<file path="src/rtl/dhfm_pkg.sv">
// Package for the disparity hole fill block: status codes, frame limits and shared types.
// No dependencies.
package dhfm_pkg;

	typedef enum logic [2:0] {
		ST_KEPT     = 3'd0,
		ST_MEDIAN   = 3'd1,
		ST_MEAN     = 3'd2,
		ST_UNFILLED = 3'd3,
		ST_OUTSIDE  = 3'd4
	} fill_status_t;

	// frame store size; address is {row, col}
	localparam int MAX_COLS = 256;
	localparam int MAX_ROWS = 256;

	localparam logic MODE_LOAD  = 1'b0;
	localparam logic MODE_QUERY = 1'b1;

	localparam logic [0:0] REG_FRAME_WIDTH  = 1'd0;
	localparam logic [0:0] REG_FRAME_HEIGHT = 1'd1;

	// start/done handshake between the sequencer and the divider
	typedef struct packed {
		logic        start;
		logic [14:0] dividend;
		logic [6:0]  divisor;
	} div_req_t;

	typedef struct packed {
		logic       done;
		logic [7:0] quotient;
	} div_rsp_t;

endpackage

</file>
<file path="src/rtl/dhfm_div.sv">
// Restoring divider, one quotient bit per cycle, used for the window means.
// Depends on dhfm_pkg.
module dhfm_div
	import dhfm_pkg::*;
(
	input  logic     clk,
	input  logic     arst_n,
	input  div_req_t req,
	output div_rsp_t rsp
);

	logic [14:0] num_q;
	logic [6:0]  den_q;
	logic [6:0]  rem_q;
	logic [7:0]  quo_q;
	logic [3:0]  cnt_q;
	logic        busy_q;
	logic        done_q;
	logic [7:0]  trial;
	logic [8:0]  diff;

	assign trial = {rem_q, num_q[14]};
	assign diff  = {1'b0, trial} - {2'b00, den_q};

	always_ff @(posedge clk or negedge arst_n) begin
		if (!arst_n) begin
			busy_q <= 1'b0;
			done_q <= 1'b0;
			cnt_q  <= '0;
		end else begin
			done_q <= 1'b0;
			if (req.start) begin
				busy_q <= 1'b1;
				cnt_q  <= 4'd15;
			end else if (busy_q) begin
				cnt_q <= cnt_q - 4'd1;
				if (cnt_q == 4'd1) begin
					busy_q <= 1'b0;
					done_q <= 1'b1;
				end
			end
		end
	end

	// quotient fits 8 bits (mean of bytes), remainder stays below the divisor
	always_ff @(posedge clk) begin
		if (req.start) begin
			num_q <= req.dividend;
			den_q <= req.divisor;
			rem_q <= '0;
			quo_q <= '0;
		end else if (busy_q) begin
			num_q <= {num_q[13:0], 1'b0};
			if (!diff[8]) begin
				rem_q <= diff[6:0];
				quo_q <= {quo_q[6:0], 1'b1};
			end else begin
				rem_q <= trial[6:0];
				quo_q <= {quo_q[6:0], 1'b0};
			end
		end
	end

	assign rsp.done     = done_q;
	assign rsp.quotient = quo_q;

endmodule

</file>
<file path="config.mk">
export PLATFORM = sky130hd
export DESIGN_NAME = dhfm_div
export DESIGN_NICKNAME = d
export VERILOG_FILES = /design/src/rtl/dhfm_pkg.sv /design/src/rtl/dhfm_div.sv
export SDC_FILE = /design/constraint.sdc
export NUM_CORES = 1
export LEC_CHECK = 0
export BUFFER_PORTS_ARGS = -buffer_cell sky130_fd_sc_hd__buf_2
export CORE_MARGIN = 3
export CORE_UTILIZATION = 52
export CTS_BUF_LIST = sky130_fd_sc_hd__clkbuf_16
export DETAILED_ROUTE_END_ITERATION = 10
export PLACE_DENSITY_LB_ADDON = 0.15
export RECOVER_POWER = 50
export SETUP_SLACK_MARGIN = 0.2
export SLEW_MARGIN = 15
export SYNTH_ARGS = -nofsm -noshare
export SYNTH_HDL_FRONTEND = slang
export SYNTH_SLANG_ARGS = --single-unit
</file>
<file path="constraint.sdc">
create_clock -name clk -period 3.1 [get_ports clk]
set_input_delay 0.31 -clock clk [delete_from_list [all_inputs] [get_ports clk]]
set_output_delay 0.31 -clock clk [all_outputs]
set_load 0.01 [all_outputs]
</file>
======== After elaboration in Yosys (flattened, before gate mapping) ========
Cells that the tools add are included.
word-level totals
  flip-flop bits (word level) ............. 43
  output and inout port bits .............. 9
  logic and storage cells ................. 23
operators by class
  add/sub/neg operators ................... 2
  equal/unequal tests ..................... 1
  mux-type cells .......................... 12
  reduce and logical (&&, ||, !) cells .... 1
operator list
  kind                                                                   number
  15-bit 2-to-1 mux                                                      2
  8-bit by 7-bit subtractor with 9-bit output                            1
  4-bit 2-to-1 mux                                                       2
  1-bit 2-to-1 mux                                                       7
  7-bit 2-to-1 mux                                                       1
  4-bit by 1-bit equality test with 1-bit output, second input constant  1
  4-bit by 1-bit subtractor with 4-bit output, second input constant     1
  2-bit nonzero test                                                     1

======== Depth between registers and ports, before layout ========
  depth in word-level cells ............... 4
  depth in mapped cells ................... 8

======== Worst setup path after synthesis ========
No wires, ideal clock.
  path kind ............................... reg-to-reg
  from .................................... register num_q[14]
  to ...................................... register rem_q[0]
  library setup time ...................... 79 ps
  arrival ................................. 2085 ps
  required time ........................... 3021 ps
  path slack .............................. 936 ps
  stages on the path, launching flop included .. 9
  period minus slack after synthesis ...... 2164 ps
  cells stage by stage .................... edfxtp_1 > inv_1 > ha_1 > fa_1 > and2b_1 > o211ai_4 > a31oi_4 > mux2_4 > a211oi_2
between the ends
  word-level cells in the longest chain between the ends .. 2
RTL lines
  element                                      line            source
  start: declaration                           dhfm_div.sv:12  logic [14:0] num_q;
  start signal: assignment                     dhfm_div.sv:48  num_q <= req.dividend;
  start signal: assignment                     dhfm_div.sv:53  num_q <= {num_q[13:0], 1'b0};
  8-bit by 7-bit subtractor with 9-bit output  dhfm_div.sv:23  assign diff = {1'b0, trial} - {2'b00, den_q};
  7-bit 2-to-1 mux (*)                         dhfm_div.sv:54  if (!diff[8]) begin
  end signal: assignment                       dhfm_div.sv:55  rem_q <= diff[6:0];
  end signal: assignment                       dhfm_div.sv:58  rem_q <= trial[6:0];
  end: declaration                             dhfm_div.sv:14  logic [6:0] rem_q;
Mark *: on every way between the ends. The rest lies on a longest branch, timed or not.
A chain may end at the register's enable or synchronous reset.

======== Worst setup path after layout ========
Ends and elaborated chain as after synthesis.

==> metrics.txt <==
die span in x ~70 µm; layout net count 241; slowest cell on the critical path fa_1; endpoint type of the worst setup path flip-flop; critical path peak fanout 8; number of flops mapped to enable cells by yosys 22; CTS Buffer Depth 2; CTS Hold Bufs 1; CP Launch Type flip-flop; commonest non-fill, non-tap cell in the layout buf_2; Rows 22; Worst Hold Depth 1; max cap viols 1; Placer Congestion 0.784; Async SR Flop Fraction 14.0%; count of cell types in the netlist 39; Period minus WS final 2370 ps; per-cell routed wire length 13.9 µm; Peak Freq 422 MHz; failing checks capacitance limit, slew limit; initial antenna violation count 0; Total Routing Usage GR 17.5%; first-pass GRT wire length 5980 µm; peak supply drop roughly 0.00037 V; Tightest Pin Transition 1700 ps; routed vias/inst 5.25; Post-DP HPWL 2480 µm; Die Footprint roughly 4700 µm²; # Post-CTS Setup Buffers 0; # setup viols final 0; worst path cell trace inv_1, ha_1, fa_1, and2b_1, o211ai_4, a31oi_4, mux2_4, a211oi_2; Ant. Diodes 0; Main synth FF type edfxtp_1; RSZ-0062 raised after global routing false; number of global-route vias before repair 1,338; synth warn 0; most frequent cells in the layout buf_2, edfxtp_1, nor2_1; GR Overflow Total 0; Syn Inst Count 169; Core ar. 3720 µm²; clk_lat worst skew ~280 ps; endpoints failing hold 0; Worst Hold Class input pin to flip-flop; Reg2Reg Setup Slack 730 ps; I/O pin cnt 34; DR vias 1,340; Synth Net Count 204; Worst Reg-to-Reg Cells 8; Worst R2R Start num_q[14]$_DFFE_PP_; Synth top area share 32.3%; die height around 69 µm; area delta synth->final 18.1%; clock slew at reported path FFs 60 ps; htree depth 2; Starting Density around 55%; Routed WL ~3500 µm; CP arrival between 2000 and 3000 ps; Setup TNS 0 ps; Core Util, Final 64.9%; biggest area consumer among synthesized cells edfxtp_1; TritonCTS clock tree done; reg2reg end rem_q[0]$_SDFFE_PP0P_; Power Dens Cells 668 nW/µm²; netlist area before placement 2040 µm²; placed instance area roughly 2300 µm²; WHS Endpoint den_q[0]$_DFFE_PP_; status finished, violations left; fillcell total 307; pins over their slew limit 39; slowest stage delay, CP 400 ps; clock skew 3.88 ps; fin crit share 76.4%; layout cell share with drive strength beyond 1 about 25%; Seq/Total Area, Yosys roughly 54%; post-CTS sizing 0; antenna violation net count after detailed routing 0; path type of the worst setup path flip-flop to flip-flop; Detailed Route Iter0 Violations 65; DRC viols 0; worst rel slew slack -13.4%; root buffer cell clkbuf_16; Port Buffers 33; worst hold start req[0]; number of CTS-inserted buffers 5; syn avg cell area 12.1 µm²; Design Area, Final 2410 µm²; WP data required 3290 ps; P_leak 0.00106 µW; top cells by area, synth edfxtp_1, dfxtp_1, mux2_2, dfrtp_1, mux2i_1; Pre-antenna DRT Iters 4; Synth Register Bits 43; largest net degree at the start of global routing 39; clock sink count 43
==> worst max path at each step <==
stage,cells past startpoint,startpoint,slack (ps),endpoint
4_1_cts,8,num_q[14]$_DFFE_PP_,760,rem_q[0]$_SDFFE_PP0P_
5_1_grt,8,num_q[14]$_DFFE_PP_,630,rem_q[0]$_SDFFE_PP0P_
6_report,8,num_q[14]$_DFFE_PP_,730,rem_q[0]$_SDFFE_PP0P_
3_3_place_gp,8,num_q[14]$_DFFE_PP_,850,rem_q[0]$_SDFFE_PP0P_
2_1_floorplan,8,num_q[14]$_DFFE_PP_,940,rem_q[0]$_SDFFE_PP0P_
3_5_place_dp,8,num_q[14]$_DFFE_PP_,770,rem_q[0]$_SDFFE_PP0P_
==> critical path: cells and delay by family (launching register included) <==
kind            cells  cell delay, ps
compound gates      3             660
fa+ha+maj           2             610
buf+inv             1              60
flops               1             320
mux                 1             340
simple gates        1             280
==> final cells by class <==
| class | instances | area (µm²) | share of cell area [%] |
|---|---|---|---|
| Inverter | 13 | 48.8 | 2.02 |
| Timing Repair Buffer | 36 | 174 | 7.21 |
| Clock inverter | 3 | 37.5 | 1.56 |
| Clock buffer | 5 | 125 | 5.19 |
| Sequential cell | 43 | 1110 | 46.1 |
| Tap cell | 48 | 60.1 | 2.49 |
| Multi-Input combinational cell | 107 | 856 | 35.5 |
==> metal layers <==
layer | global-route usage [%] | share of wire, % | vias up
li1 | - | - | 663
met1 | 20.7 | 41 | 636
met5 | 0 | 0 | -
met3 | 4.86 | 5.0 | 8
met2 | 29.8 | 51 | 33
met4 | 7.44 | 2.1 | 0
==> power by group <==
| group | switching [µW] | internal, µW |
|---|---|---|
| logic | 171 | 166 |
| clock network | 203 | 374 |
| registers | 35.1 | 662 |
==> stage by stage <==
stage / std cells / setup slack [ps] / hold WS (ps) / total power (µW)
6_report: 255 / 731 / 206 / 1610
5_1_grt: 255 / 626 / 196 / 1690
4_1_cts: 255 / 756 / 199 / 1630
3_5_place_dp: 246 / 774 / 143 / 1040
3_3_place_gp: 246 / 853 / 139 / 1030
2_1_floorplan: 169 / 936 / 14.4 / 965
==> synthesized netlist by cell type, types with 3 or more instances <==
| cell | n |
|---|---|
| clkbuf_1 | 3 |
| o21ai_0 | 6 |
| xnor2_1 | 4 |
| ha_1 | 9 |
| inv_1 | 13 |
| dfxtp_1 | 15 |
| nand2_1 | 6 |
| nor2_1 | 21 |
| edfxtp_1 | 22 |
| a21oi_1 | 4 |
| nand2b_1 | 5 |
| mux2_2 | 15 |
| mux2i_1 | 13 |
| dfrtp_1 | 6 |
| nor3_1 | 3 |
==> flip-flops by register name (all words and copies together), names as in the netlist <==
register	flops
cnt_q	4
rem_q	7
done_q	1
busy_q	1
den_q	7
num_q	15
quo_q	8
==> logic make-up (layout without fill, tap and decap cells) <==
group | after synthesis | count (layout) | share of synthesized area, %
flops | 43 | 43 | 54.4
simple gates | 43 | 43 | 10.0
mux | 29 | 29 | 15.4
compound gates | 20 | 20 | 7.84
buf+inv | 19 | 57 | 3.74
fa+ha+maj | 10 | 10 | 6.49
xor+xnor | 5 | 5 | 2.14
Power figures use the tool's default switching activity.
